--- src/rtl/dlpse_pkg.sv ---
// Shared types and constants for the display-list page-split encoder.
// No dependencies; used by every module of the block.
`default_nettype none

package dlpse_pkg;

  // Item field widths
  localparam int ADDR_W  = 16;
  localparam int COUNT_W = 8;
  localparam int MODE_W  = 4;
  localparam int BLANK_W = 8;
  localparam int NB_W    = BLANK_W - 3;   // blank-8 groups
  localparam int OP_W    = 8;
  localparam int SIZE_W  = 16;

  // Screen geometry: a page is 2**PAGE_SHIFT bytes, a line LINE_BYTES bytes
  localparam int PAGE_SHIFT = 12;
  localparam int LINE_BYTES = 40;

  // Line-count unit: bytes left in a page (up to one full page) over the line size,
  // by a rounded-up reciprocal that is exact over that range
  localparam int QUOT_W      = COUNT_W;
  localparam int REM_W       = PAGE_SHIFT + 1;
  localparam int RECIP_SHIFT = 20;
  localparam int RECIP_W     = QUOT_W + RECIP_SHIFT - REM_W;
  localparam logic [RECIP_W-1:0] RECIP_MUL =
    RECIP_W'((2 ** RECIP_SHIFT + LINE_BYTES - 1) / LINE_BYTES);

  // Result slots per item
  localparam int MAX_RESULTS = 12;
  localparam int SLOT_W      = 4;

  // Instruction bytes
  localparam logic [OP_W-1:0] OP_BLANK8 = 8'h70;
  localparam logic [OP_W-1:0] OP_JVB    = 8'h41;
  localparam logic [OP_W-1:0] BIT_LMS   = 8'h40;
  localparam logic [OP_W-1:0] BIT_DLI   = 8'h80;

  // Sequencer states
  typedef enum logic [2:0] {
    ST_IDLE,
    ST_CHUNK,
    ST_DIV,
    ST_BLANK,
    ST_LMS,
    ST_RUN,
    ST_JUMP
  } state_t;

  // One result item offered to the output register
  typedef struct packed {
    logic              valid;
    logic [OP_W-1:0]   opcode;
    logic              has_address;
    logic [ADDR_W-1:0] operand_address;
    logic [COUNT_W-1:0] repeat_res;
    logic [SIZE_W-1:0] list_size;
    logic              last_of_run;
  } emit_t;

endpackage

`default_nettype wire

--- src/rtl/dlpse_div.sv ---
// Line-count unit: bytes left in a page divided by the line size, by reciprocal multiply.
// Result registered on start, ready the next cycle; depends on dlpse_pkg.
`default_nettype none

module dlpse_div (
  input  wire logic                          clk,
  input  wire logic                          start,
  input  wire logic [dlpse_pkg::REM_W-1:0]   dividend,
  output logic      [dlpse_pkg::QUOT_W-1:0]  quot
);
  import dlpse_pkg::*;

  logic [QUOT_W-1:0]        quot_r, quot_nxt;
  logic [REM_W+RECIP_W-1:0] product;

  // floor(dividend / LINE_BYTES) taken from the top bits of the product
  assign product = {{RECIP_W{1'b0}}, dividend} * {{REM_W{1'b0}}, RECIP_MUL};

  always_comb begin
    quot_nxt = quot_r;
    if (start) begin
      quot_nxt = product[RECIP_SHIFT +: QUOT_W];
    end
  end

  always_ff @(posedge clk) begin
    quot_r <= quot_nxt;
  end

  assign quot = quot_r;

endmodule

`default_nettype wire

--- src/rtl/dlpse_ctrl.sv ---
// Sequencer and datapath: splits a segment into page chunks and offers result items.
// Uses dlpse_pkg and one dlpse_div instance.
`default_nettype none

module dlpse_ctrl (
  input  wire logic                            clk,
  input  wire logic                            rst_n,
  input  wire logic                            in_valid,
  output logic                                 in_stall,
  input  wire logic [dlpse_pkg::BLANK_W-1:0]   in_blank_scans,
  input  wire logic [dlpse_pkg::MODE_W-1:0]    in_mode,
  input  wire logic [dlpse_pkg::COUNT_W-1:0]   in_mode_rows,
  input  wire logic                            in_dli_enable,
  input  wire logic [dlpse_pkg::ADDR_W-1:0]    in_screen_address,
  input  wire logic                            in_last_segment,
  input  wire logic [dlpse_pkg::ADDR_W-1:0]    list_base,
  input  wire logic                            out_free,
  output dlpse_pkg::emit_t                     emit
);
  import dlpse_pkg::*;

  state_t             state_r, state_nxt;
  logic [NB_W-1:0]    nb_r, nb_nxt;
  logic [MODE_W-1:0]  mode_r, mode_nxt;
  logic [COUNT_W-1:0] count_r, count_nxt;
  logic               dli_r, dli_nxt;
  logic               last_r, last_nxt;
  logic [ADDR_W-1:0]  addr_r, addr_nxt;
  logic [ADDR_W-1:0]  bound_r, bound_nxt;
  logic [COUNT_W-1:0] done_r, done_nxt;
  logic [COUNT_W-1:0] lines_r, lines_nxt;
  logic               first_r, first_nxt;
  logic [SLOT_W-1:0]  n_r, n_nxt;
  logic [SIZE_W-1:0]  bt_r, bt_nxt;

  logic                   accept;
  logic [ADDR_W-PAGE_SHIFT:0] page_hi;
  logic [ADDR_W:0]        bound_w;
  logic [ADDR_W:0]        gap_w;
  logic [QUOT_W-1:0]      quot;
  logic                   div_start;
  logic [COUNT_W-1:0]     rows_left;
  logic [COUNT_W-1:0]     lines_c;
  logic [NB_W-1:0]        nb_eff;
  logic [OP_W-1:0]        base_op;
  logic                   has_lms;
  logic [COUNT_W-1:0]     run_cnt;
  logic                   more;
  logic [SLOT_W-1:0]      cap;
  logic                   room;
  logic                   want;
  logic                   final_piece;
  logic                   adv;
  logic [COUNT_W:0]       addend;
  logic [SIZE_W:0]        sum_w;
  logic [SIZE_W-1:0]      sat_sum;

  assign in_stall = (state_r != ST_IDLE);
  assign accept   = in_valid && !in_stall;

  // Next page boundary and bytes left before it
  assign page_hi = {1'b0, addr_r[ADDR_W-1:PAGE_SHIFT]} + 1'b1;
  assign bound_w = {page_hi, {PAGE_SHIFT{1'b0}}};
  assign gap_w   = bound_w - {1'b0, addr_r};

  assign div_start = (state_r == ST_CHUNK);

  dlpse_div u_div (
    .clk      (clk),
    .start    (div_start),
    .dividend (gap_w[REM_W-1:0]),
    .quot     (quot)
  );

  // Lines in this chunk: those that fit before the boundary, at most the rest
  assign rows_left = count_r - done_r;
  always_comb begin
    lines_c = (quot < rows_left) ? quot : rows_left;
    if (!first_r && (lines_c == '0)) begin
      lines_c = COUNT_W'(1);
    end
  end

  // Chunk decode
  assign nb_eff  = first_r ? nb_r : '0;
  assign base_op = OP_W'(mode_r) | ((first_r && dli_r) ? BIT_DLI : '0);
  assign has_lms = (lines_r != '0) && (addr_r != '0);
  assign run_cnt = has_lms ? lines_r - 1'b1 : lines_r;
  assign more    = ({1'b0, done_r} + {1'b0, lines_r}) < {1'b0, count_r};
  assign cap     = last_r ? SLOT_W'(MAX_RESULTS - 1) : SLOT_W'(MAX_RESULTS);
  assign room    = (n_r < cap);

  // Shared saturating byte adder
  assign sum_w   = {1'b0, bt_r} + (SIZE_W + 1)'(addend);
  assign sat_sum = sum_w[SIZE_W] ? '1 : sum_w[SIZE_W-1:0];

  // Outputs: the piece offered in each state
  always_comb begin
    want                 = 1'b0;
    final_piece          = 1'b0;
    addend               = '0;
    emit                 = '0;
    case (state_r)
      ST_BLANK: begin
        want            = (nb_eff != '0);
        final_piece     = (lines_r == '0) && !more;
        addend          = (COUNT_W + 1)'(nb_eff);
        emit.opcode     = OP_BLANK8;
        emit.repeat_res = COUNT_W'(nb_eff);
      end
      ST_LMS: begin
        want                 = has_lms;
        final_piece          = (run_cnt == '0) && !more;
        addend               = has_lms ? (COUNT_W + 1)'(2) : '0;
        emit.opcode          = base_op | BIT_LMS;
        emit.has_address     = 1'b1;
        emit.operand_address = addr_r;
        emit.repeat_res      = COUNT_W'(1);
      end
      ST_RUN: begin
        want            = (run_cnt != '0);
        final_piece     = !more;
        addend          = (COUNT_W + 1)'(lines_r);
        emit.opcode     = base_op;
        emit.repeat_res = run_cnt;
      end
      ST_JUMP: begin
        want                 = 1'b1;
        final_piece          = 1'b1;
        addend               = (COUNT_W + 1)'(3);
        emit.opcode          = OP_JVB;
        emit.has_address     = 1'b1;
        emit.operand_address = list_base;
        emit.repeat_res      = COUNT_W'(1);
        emit.list_size       = sat_sum;
      end
      default: begin
        want = 1'b0;
      end
    endcase
    emit.valid       = want && (room || (state_r == ST_JUMP));
    emit.last_of_run = last_r ? (state_r == ST_JUMP)
                              : (final_piece || (n_r == SLOT_W'(MAX_RESULTS - 1)));
    adv              = !emit.valid || out_free;
  end

  // Next state
  always_comb begin
    state_nxt = state_r;
    case (state_r)
      ST_IDLE: begin
        if (accept) begin
          if (in_mode_rows != '0) begin
            state_nxt = ST_CHUNK;
          end else if (in_last_segment) begin
            state_nxt = ST_JUMP;
          end
        end
      end
      ST_CHUNK: begin
        state_nxt = ST_DIV;
      end
      ST_DIV: begin
        state_nxt = ST_BLANK;
      end
      ST_BLANK: begin
        if (adv) begin
          state_nxt = ST_LMS;
        end
      end
      ST_LMS: begin
        if (adv) begin
          state_nxt = ST_RUN;
        end
      end
      ST_RUN: begin
        if (adv) begin
          if (more) begin
            state_nxt = ST_CHUNK;
          end else if (last_r) begin
            state_nxt = ST_JUMP;
          end else begin
            state_nxt = ST_IDLE;
          end
        end
      end
      ST_JUMP: begin
        if (adv) begin
          state_nxt = ST_IDLE;
        end
      end
      default: begin
        state_nxt = ST_IDLE;
      end
    endcase
  end

  // Datapath register updates
  always_comb begin
    nb_nxt    = nb_r;
    mode_nxt  = mode_r;
    count_nxt = count_r;
    dli_nxt   = dli_r;
    last_nxt  = last_r;
    addr_nxt  = addr_r;
    bound_nxt = bound_r;
    done_nxt  = done_r;
    lines_nxt = lines_r;
    first_nxt = first_r;
    n_nxt     = n_r;
    bt_nxt    = bt_r;
    case (state_r)
      ST_IDLE: begin
        if (accept) begin
          nb_nxt    = in_blank_scans[BLANK_W-1:3];
          mode_nxt  = in_mode;
          count_nxt = in_mode_rows;
          dli_nxt   = in_dli_enable;
          last_nxt  = in_last_segment;
          addr_nxt  = in_screen_address;
          done_nxt  = '0;
          first_nxt = 1'b1;
          n_nxt     = '0;
        end
      end
      ST_CHUNK: begin
        bound_nxt = bound_w[ADDR_W-1:0];
      end
      ST_DIV: begin
        lines_nxt = lines_c;
      end
      ST_BLANK, ST_LMS, ST_RUN: begin
        if (adv) begin
          bt_nxt = sat_sum;
          if (emit.valid) begin
            n_nxt = n_r + 1'b1;
          end
          if (state_r == ST_RUN) begin
            done_nxt  = done_r + lines_r;
            addr_nxt  = bound_r;
            first_nxt = 1'b0;
          end
        end
      end
      ST_JUMP: begin
        if (adv) begin
          bt_nxt = '0;
        end
      end
      default: begin
        bt_nxt = bt_r;
      end
    endcase
  end

  always_ff @(posedge clk) begin
    if (!rst_n) begin
      state_r <= ST_IDLE;
      bt_r    <= '0;
    end else begin
      state_r <= state_nxt;
      bt_r    <= bt_nxt;
    end
    nb_r    <= nb_nxt;
    mode_r  <= mode_nxt;
    count_r <= count_nxt;
    dli_r   <= dli_nxt;
    last_r  <= last_nxt;
    addr_r  <= addr_nxt;
    bound_r <= bound_nxt;
    done_r  <= done_nxt;
    lines_r <= lines_nxt;
    first_r <= first_nxt;
    n_r     <= n_nxt;
  end

endmodule

`default_nettype wire

--- src/rtl/display_list_page_split_encoder_top.sv ---
// Display-list page-split encoder: one segment item in, up to 12 instruction run items out.
// An item is held while it is worked on; a new one is taken once the last result has been
// offered. A segment is taken, then each 4 KB page chunk runs a setup step, the reciprocal
// line count and 3 emit steps, each emit step held while the output is stalled, and a
// last segment ends with the closing jump. Up to four chunks per item.
// Holds the base-address register and the output register; uses dlpse_pkg and dlpse_ctrl.
`default_nettype none

module display_list_page_split_encoder_top (
  input  wire logic                            clk,
  input  wire logic                            rst_n,
  // configuration
  input  wire logic                            cfg_wr_en,
  input  wire logic [dlpse_pkg::ADDR_W-1:0]    cfg_wr_data,
  // segment items
  input  wire logic                            in_valid,
  output logic                                 in_stall,
  input  wire logic [dlpse_pkg::BLANK_W-1:0]   in_blank_scans,
  input  wire logic [dlpse_pkg::MODE_W-1:0]    in_mode,
  input  wire logic [dlpse_pkg::COUNT_W-1:0]   in_mode_rows,
  input  wire logic                            in_dli_enable,
  input  wire logic [dlpse_pkg::ADDR_W-1:0]    in_screen_address,
  input  wire logic                            in_last_segment,
  // result items
  output logic                                 out_valid,
  input  wire logic                            out_stall,
  output logic [dlpse_pkg::OP_W-1:0]           out_opcode,
  output logic                                 out_has_address,
  output logic [dlpse_pkg::ADDR_W-1:0]         out_operand_address,
  output logic [dlpse_pkg::COUNT_W-1:0]        out_repeat_res,
  output logic [dlpse_pkg::SIZE_W-1:0]         out_list_size,
  output logic                                 out_last_of_run
);
  import dlpse_pkg::*;

  logic [ADDR_W-1:0] base_r;
  logic              out_valid_r;
  emit_t             hold_r;
  emit_t             emit;
  logic              out_free;

  // Jump target register
  always_ff @(posedge clk) begin
    if (!rst_n) begin
      base_r <= '0;
    end else if (cfg_wr_en) begin
      base_r <= cfg_wr_data;
    end
  end

  assign out_free = !out_valid_r || !out_stall;

  dlpse_ctrl u_ctrl (
    .clk               (clk),
    .rst_n             (rst_n),
    .in_valid          (in_valid),
    .in_stall          (in_stall),
    .in_blank_scans    (in_blank_scans),
    .in_mode           (in_mode),
    .in_mode_rows      (in_mode_rows),
    .in_dli_enable     (in_dli_enable),
    .in_screen_address (in_screen_address),
    .in_last_segment   (in_last_segment),
    .list_base         (base_r),
    .out_free          (out_free),
    .emit              (emit)
  );

  // Output register: loads when free, holds while stalled
  always_ff @(posedge clk) begin
    if (!rst_n) begin
      out_valid_r <= 1'b0;
    end else if (emit.valid && out_free) begin
      out_valid_r <= 1'b1;
    end else if (!out_stall) begin
      out_valid_r <= 1'b0;
    end
    if (emit.valid && out_free) begin
      hold_r <= emit;
    end
  end

  assign out_valid           = out_valid_r;
  assign out_opcode          = hold_r.opcode;
  assign out_has_address     = hold_r.has_address;
  assign out_operand_address = hold_r.operand_address;
  assign out_repeat_res      = hold_r.repeat_res;
  assign out_list_size       = hold_r.list_size;
  assign out_last_of_run     = hold_r.last_of_run;

endmodule

`default_nettype wire
--- config.mk ---
export PLATFORM = sky130hd
export DESIGN_NAME = display_list_page_split_encoder_top
export DESIGN_NICKNAME = d
export VERILOG_FILES = /design/src/rtl/dlpse_pkg.sv /design/src/rtl/dlpse_div.sv /design/src/rtl/dlpse_ctrl.sv /design/src/rtl/display_list_page_split_encoder_top.sv
export SDC_FILE = /design/constraint.sdc
export NUM_CORES = 1
export LEC_CHECK = 0
export BUFFER_PORTS_ARGS = -buffer_cell sky130_fd_sc_hd__clkbuf_2
export CAP_MARGIN = 15
export CORE_MARGIN = 1.5
export CORE_UTILIZATION = 37
export DETAILED_ROUTE_END_ITERATION = 12
export PLACE_DENSITY = 0.54
export SYNTH_ARGS = -nofsm -noshare
export SYNTH_HDL_FRONTEND = slang
export SYNTH_HIERARCHICAL = 1
export SYNTH_SLANG_ARGS = --single-unit
--- constraint.sdc ---
create_clock -name clk -period 7.9 [get_ports clk]
set_input_delay 2.37 -clock clk [delete_from_list [all_inputs] [get_ports clk]]
set_output_delay 2.37 -clock clk [all_outputs]
set_load 0.02 [all_outputs]
==> impl_metrics.json, run 1 <==
{
  "status": "finished clean",
  "start_util_pct": 37.6,
  "clkLatencyLatePin_ps": 440,
  "drcViolationCount": 0,
  "clockBufferDepth": 2,
  "power.density_nw_per_um2": 383,
  "grt_pass1_vias": 7564,
  "mappedNetlistArea_sq_um": 11100,
  "cp_cell_sequence": "inv_1 > ha_1 > or4b_4 > nor4_1 > xnor2_1 > ha_1 > inv_1 > fa_1 > inv_1 > fa_1 > fa_1 > inv_1 > fa_1 > inv_1 > ha_1 > a22o_1 > nor4_4 > o221ai_2 > a311oi_4 > o22ai_2 > or4_1 > nand3_1",
  "maxCapViolCount": 0,
  "pre_cts_slack_ps": 1170,
  "htreeDepth": 4,
  "tightest_slew_ps": 1140,
  "leakagePower_nw": 5.49,
  "io_pins": 111,
  "core_sq_um": 29600,
  "dieHeight_um": 176,
  "port_buffers": 107,
  "antenna_found_initial": 1,
  "synth_edf_count": 118,
  "num_vias": 7685,
  "cp.arrival_ps": 7000,
  "sw_frac_of_total_pct": 42.2,
  "n_antenna_cell": 0,
  "final_nets": 1371,
  "clkPwrFrac_pct": 17.4,
  "slowest_delay_ps": 560,
  "hp-class": "flip-flop to flip-flop",
  "placed_area_sq_um": 12000,
  "worstSetupStartpointType": "flip-flop",
  "drt_iter0_markers": 451,
  "whs_ps": 474,
  "cts_root_buffer": "clkbuf_16",
  "ant_nets": 0,
  "cts_tree": "done",
  "viasPerCell": 5.01,
  "gp_congestion": 0.826,
  "post-route-period-util_pct": 84.7,
  "combPwrFrac_pct": 59.5,
  "num_rows": 63,
  "post_cts_buffers": 0,
  "yosysWarnings": 6,
  "grt_use_total_pct": 16.8,
  "wl_per_cell_um": 16.4,
  "ctsHoldBuffers": 0,
  "p_total_mw": 4.84,
  "dpl.hpwl_um": 19700,
  "ys_seq_area_share_pct": 38.4,
  "ys_seq_elements": 154,
  "ys.flop_type": "edfxtp_1",
  "cts-buffers-inserted": 17,
  "peakVddDrop_uv": 270,
  "grt_max_degree": 30,
  "crit_top_cell": "inv_1",
  "synthCells": 1028,
  "grt_pass1_wl_um": 40000,
  "setup_viol": 0,
  "drive_gt1_share_pct": 15.7,
  "synth_cell_type_count": 77,
  "endpoint_kind": "flip-flop",
  "layout_setup_ws_ps": 1210,
  "areaGrowthSynthToFinish_pct": 13.7,
  "drv_slew": 0,
  "synthArstFlopShare_pct": 0,
  "worst_clock_skew_ps": 13.3,
  "post-route-cell-area_sq_um": 12600,
  "die_w_um": 176,
  "clk_pin_slew_ps": 70,
  "tns_ps": 0,
  "period_needed_ps": 6690,
  "worstSetupPathType": "flip-flop to flip-flop",
  "syn_avg_cell_area_sq_um": 10.8,
  "cts_resized": 0,
  "clock-sinks": 154,
  "dr.pass1.iters": 5,
  "max_freq_mhz": 149,
  "crit_required_ps": 8210,
  "gr-total-overflow": 0,
  "seqPwrFrac_pct": 23.0,
  "cp_slowest_cell": "fa_1",
  "p_switching_mw": 2.04,
  "syn_nets": 1269,
  "rsz0062_at_grt": "no",
  "dieArea_sq_um": 31100,
  "wl_um": 25100,
  "finalHoldViolations": 0,
  "relSlewSlack_pct": 23.3,
  "p_int_mw": 2.80,
  "cp_max_fo": 7
}
[worst paths after layout]
check	slack [ps]	from	depth (start not counted)	endpoint
max	1210	u_ctrl/addr_r[0]	22	u_ctrl/u_div/quot[7]
max reg2reg	1210	u_ctrl/addr_r[0]	22	u_ctrl/u_div/quot[7]
min	470	u_ctrl/bt_r[6]	2	u_ctrl/bt_r[6]
min reg2reg	470	u_ctrl/bt_r[6]	2	u_ctrl/bt_r[6]
[cell type report]
cell class              instances  area [sq um]
fillers                      2864         16900
multi-input cells             701          6150
flip-flops and latches        154          4260
repair buffers                113           581
inverters                     143           537
well taps                     390           488
clock buffers                  19           433
clock inverters                13           170
[state kept, by name, indices dropped and copies added, names as in the netlist, 3 cells and up]
| register | flops |
|---|---|
| base_r | 16 |
| out_list_size | 16 |
| out_operand_address | 16 |
| u_ctrl/addr_r | 16 |
| u_ctrl/bt_r | 16 |
| out_opcode | 8 |
| out_repeat_res | 8 |
| u_ctrl/count_r | 8 |
| u_ctrl/done_r | 8 |
| u_ctrl/lines_r | 8 |
| u_ctrl/u_div/quot | 8 |
| u_ctrl/nb_r | 5 |
| u_ctrl/bound_r | 4 |
| u_ctrl/mode_r | 4 |
| u_ctrl/n_r | 4 |
| u_ctrl/state_r | 3 |
[power by group through the flow]
stage	registers (mW)	logic (mW)	clock network (mW)
after floorplan	1.09	2.24	0
after global placement	1.13	2.87	0
after detailed placement	1.13	2.91	0
after CTS	1.11	2.94	0.864
after global routing	1.13	3.38	0.888
final	1.11	2.88	0.844
[per-layer routing]
metal | track usage, % | wire, um
met1 | 22.5 | 11800
met2 | 27.3 | 11900
met4 | 5.84 | 430
met3 | 2.80 | 927
met5 | 0 | 10
[Yosys cell counts (8+ instances only)]
cell / instances / area share (%)
inv_1: 141 / 4.8
ha_1: 125 / 14
edfxtp_1: 118 / 32
nor2_1: 58 / 2.0
fa_1: 57 / 10
a21oi_1: 40 / 1.8
o21ai_0: 38 / 1.7
dfxtp_1: 36 / 6.5
nor2b_1: 35 / 2.0
nand2_1: 33 / 1.1
xnor2_1: 33 / 2.6
nand3_1: 26 / 1.2
and3_1: 24 / 1.4
mux2i_1: 24 / 2.2
clkbuf_1: 21 / 0.71
a22o_1: 17 / 1.3
nor3_1: 17 / 0.77
xor2_1: 16 / 1.3
and2_1: 12 / 0.68
a21o_1: 11 / 0.74
a31oi_1: 11 / 0.62
nand2b_1: 10 / 0.56
a211oi_1: 9 / 0.61
or2_2: 8 / 0.45
[placed cells by master, fill, tap and decap left out, types with 7 or more instances in the layout]
cell and instances:
nor2b_1 35, nand2_1 33, and2_1 11, o21a_1 7, mux2_2 7, edfxtp_1 118
a22o_1 17, xor2_1 16, nor2_1 56, a211oi_1 9, a21oi_1 40, nand3_1 26
ha_1 125, and3_1 24, nor3_1 17, a31oi_1 11, a21o_1 11, clkbuf_2 107
dfxtp_1 36, fa_1 57, or2_2 8, clkbuf_16 17, o21ai_0 38, inv_1 141
nand2b_1 10, xnor2_1 33, mux2i_1 24
[worst max-delay path: cells and delay by family, from the launching register on]
kind | cells | cell delay [ps]
AO/OA/AOI/OAI | 4 | 1010
adder cells (fa/ha/maj) | 7 | 2930
flip-flops | 1 | 530
AND/OR/NAND/NOR | 5 | 1490
buffers and inverters | 5 | 360
XOR/XNOR | 1 | 260
[per-stage QoR]
stage                     utilization (%)  std cells
final                                42.7       1533
after global routing                 42.7       1533
after CTS                            42.7       1533
after detailed placement             40.7       1501
after global placement               40.7       1501
after floorplan                         -       1028
[cells by family after synthesis]
| logic type | Yosys count | share of synthesized area [%] |
|---|---|---|
| compound gates | 179 | 11.3 |
| xor+xnor | 49 | 3.86 |
| fa+ha+maj | 182 | 24.4 |
| buf+inv | 173 | 6.33 |
| flops | 154 | 38.4 |
| mux | 31 | 2.87 |
| simple gates | 260 | 12.9 |
(Power assumes the default switching activity.)
==> run 2: changes to the inputs <==
--- a/config.mk
+++ b/config.mk
@@ -5,6 +5,7 @@
 export SDC_FILE = /design/constraint.sdc
 export NUM_CORES = 1
 export LEC_CHECK = 0
+export ABC_AREA = 1
 export BUFFER_PORTS_ARGS = -buffer_cell sky130_fd_sc_hd__clkbuf_2
 export CAP_MARGIN = 15
 export CORE_MARGIN = 1.5
==> constraint.sdc (replaced) <==
create_clock -name clk -period 7 [get_ports clk]
set_input_delay 2.1 -clock clk [delete_from_list [all_inputs] [get_ports clk]]
set_output_delay 2.1 -clock clk [all_outputs]
set_load 0.02 [all_outputs]
==> run 2 against run 1 <==
Net effect:
- flip-flop and latch count did not move
- synthesized area up 6.7%
- final cell count increased by 26%
- first-iteration DRC count up 47%
- via count up 19%
- register-to-register slack worse by 430 ps
- die area is 6.6% higher
- maximum frequency is 7.5% higher
==> impl_metrics.json, run 2 <==
{
  "timing.critical_path.max_delay_family": "adder cells",
  "placed_area_sq_um": 12800,
  "final_nets": 1760,
  "cp_slowest_cell": "fa_1",
  "io_pins": 111,
  "synth_compound_area_share_pct": 7.18,
  "dpl.hpwl_um": 22300,
  "num_rows": 65,
  "synth_top_family_by_area": "adder cells",
  "drcViolationCount": 0,
  "hp-class": "flip-flop to flip-flop",
  "crit_required_ps": 7190,
  "syn_nets": 1649,
  "synth_edf_count": 118,
  "worst_clock_skew_ps": 11.1,
  "tns_ps": 0,
  "reg2regPathDepth": 26,
  "antenna_found_initial": 0,
  "die_w_um": 182,
  "synth_mux_area_share_pct": 0,
  "syn_avg_cell_area_sq_um": 8.42,
  "setup_viol": 0,
  "mappedNetlistArea_sq_um": 11900,
  "yosysWarnings": 6,
  "synth-xor-area-share_pct": 2.59,
  "cp.arrival_ps": 6420,
  "ys_seq_elements": 154,
  "viasPerCell": 4.74,
  "path_buf_inv": 6,
  "synthCells": 1408,
  "grt_use_total_pct": 17.4,
  "tightest_slew_ps": 864,
  "core_sq_um": 31600,
  "relSlewSlack_pct": 42.3,
  "wl_per_cell_um": 14.4,
  "n_antenna_cell": 0,
  "maxCapViolCount": 0,
  "post-route-period-util_pct": 89.0,
  "areaGrowthSynthToFinish_pct": 13.1,
  "synth.most_common_cell": "nand2_1",
  "synthArstFlopShare_pct": 0,
  "fillers": 3211,
  "ctsHoldBuffers": 0,
  "synth_fa_ha_area_share_pct": 22.8,
  "rsz0062_at_grt": "no",
  "synth_area_leaders": "edfxtp_1, ha_1, fa_1",
  "dieArea_sq_um": 33100,
  "port_buffers": 107,
  "grt_max_degree": 37,
  "synth_largest_area_cell": "edfxtp_1",
  "yosys.area_share.simple_pct": 20.8,
  "whs_path_depth": 2,
  "synth.top_cells.by_count": "nand2_1, inv_1, nor2_1",
  "gp_congestion": 0.877,
  "dieHeight_um": 182,
  "grt_pass1_wl_um": 45100,
  "synth_cell_type_count": 47,
  "crit_top_cell": "inv_1",
  "wl_um": 27900,
  "ys_seq_area_share_pct": 36.0,
  "ys.flop_type": "edfxtp_1",
  "num_vias": 9168,
  "drt_iter0_markers": 665,
  "dr.pass1.iters": 6,
  "max_freq_mhz": 161,
  "drive_gt1_share_pct": 13.2,
  "clkLatencyLatePin_ps": 430,
  "clock-sinks": 154,
  "yosysTopAreaCellShare_pct": 29.9,
  "gr-total-overflow": 0,
  "cts_root_buffer": "clkbuf_16",
  "cts-buffers-inserted": 17,
  "ant_nets": 0,
  "final_common_cell": "nand2_1",
  "slowest_delay_ps": 590,
  "worstSetupPathType": "flip-flop to flip-flop",
  "status": "finished clean",
  "clockBufferDepth": 2,
  "start_util_pct": 37.6,
  "post_cts_buffers": 0,
  "endpoint_kind": "flip-flop",
  "cts_resized": 0,
  "mostFrequentLayoutCells": "nand2_1, inv_1, nor2_1, ha_1, edfxtp_1",
  "worstSetupStartpointType": "flip-flop",
  "cts_tree": "done",
  "cp_max_fo": 5,
  "grt_pass1_vias": 8817,
  "htreeDepth": 4,
  "drv_slew": 0,
  "period_needed_ps": 6230,
  "post-route-cell-area_sq_um": 13400,
  "clk_pin_slew_ps": 70,
  "finalHoldViolations": 0,
  "cp.depth": 26
}
run 2: cell types whose count changed after synthesis, sizes merged, moves of 29 or more:
cell / previous run / this run
nand2: 33 / 291
inv: 142 / 291
nor2: 58 / 152
nand3: 26 / 75
nor2b: 35 / 0
a21oi: 41 / 70
run 2: tightest hold or removal path, cell delays in order, from the launching register on:
cell,delay [ps]
dfxtp_1,310
nor2_1,80
nor2_1,50
run 2: cell families (layout without fill, tap and decap cells):
| group | after synthesis | in the layout |
|---|---|---|
| AOI/OAI and AO/OA | 151 | 151 |
| xor gates and xnor gates | 35 | 35 |
| adders and majority gates | 182 | 182 |
| buffers and inverters | 316 | 440 |
| DFF | 154 | 154 |
| and+or+nand+nor | 570 | 570 |
run 2: path summary, 6_finish.rpt:
kind	start	to	slack, ps
setup / recovery	u_ctrl/addr_r[0]	u_ctrl/u_div/quot[7]	770
hold / removal	base_r[15]	base_r[15]	470
setup reg to reg	u_ctrl/addr_r[0]	u_ctrl/u_div/quot[7]	770
hold reg to reg	base_r[15]	base_r[15]	470
run 2: area by class of cell:
| type | instances | area (sq um) | area share (%) |
|---|---|---|---|
| timing repair buffer | 115 | 607 | 4.53 |
| sequential | 154 | 4260 | 31.8 |
| tap | 402 | 503 | 3.75 |
| clock buffer | 20 | 489 | 3.65 |
| inverter | 293 | 1100 | 8.20 |
| clock inverter | 12 | 91.3 | 0.681 |
| multi-input combinational | 938 | 6350 | 47.4 |
run 2: per-stage QoR:
stage | hold WS (ps) | util, % | std cells | setup WS [ps]
after floorplan | 443 | - | 1408 | 1410
after global placement | 456 | 40.6 | 1900 | 806
after detailed placement | 460 | 40.6 | 1900 | 777
after CTS | 473 | 42.4 | 1932 | 733
after global routing | 491 | 42.5 | 1934 | 237
final | 472 | 42.5 | 1934 | 770
run 2: per-layer routing:
layer  GRT usage, %  wire length, um  up-vias
met4           4.20              314        0
met5              0                0        -
met1           22.9            12900     4244
li1               -                -     4729
met3           2.69             1040       22
met2           30.0            13600      173
Power of run 2 is not shown: default switching activity piles up to over one toggle a cycle in this logic, so the estimate is an artifact.
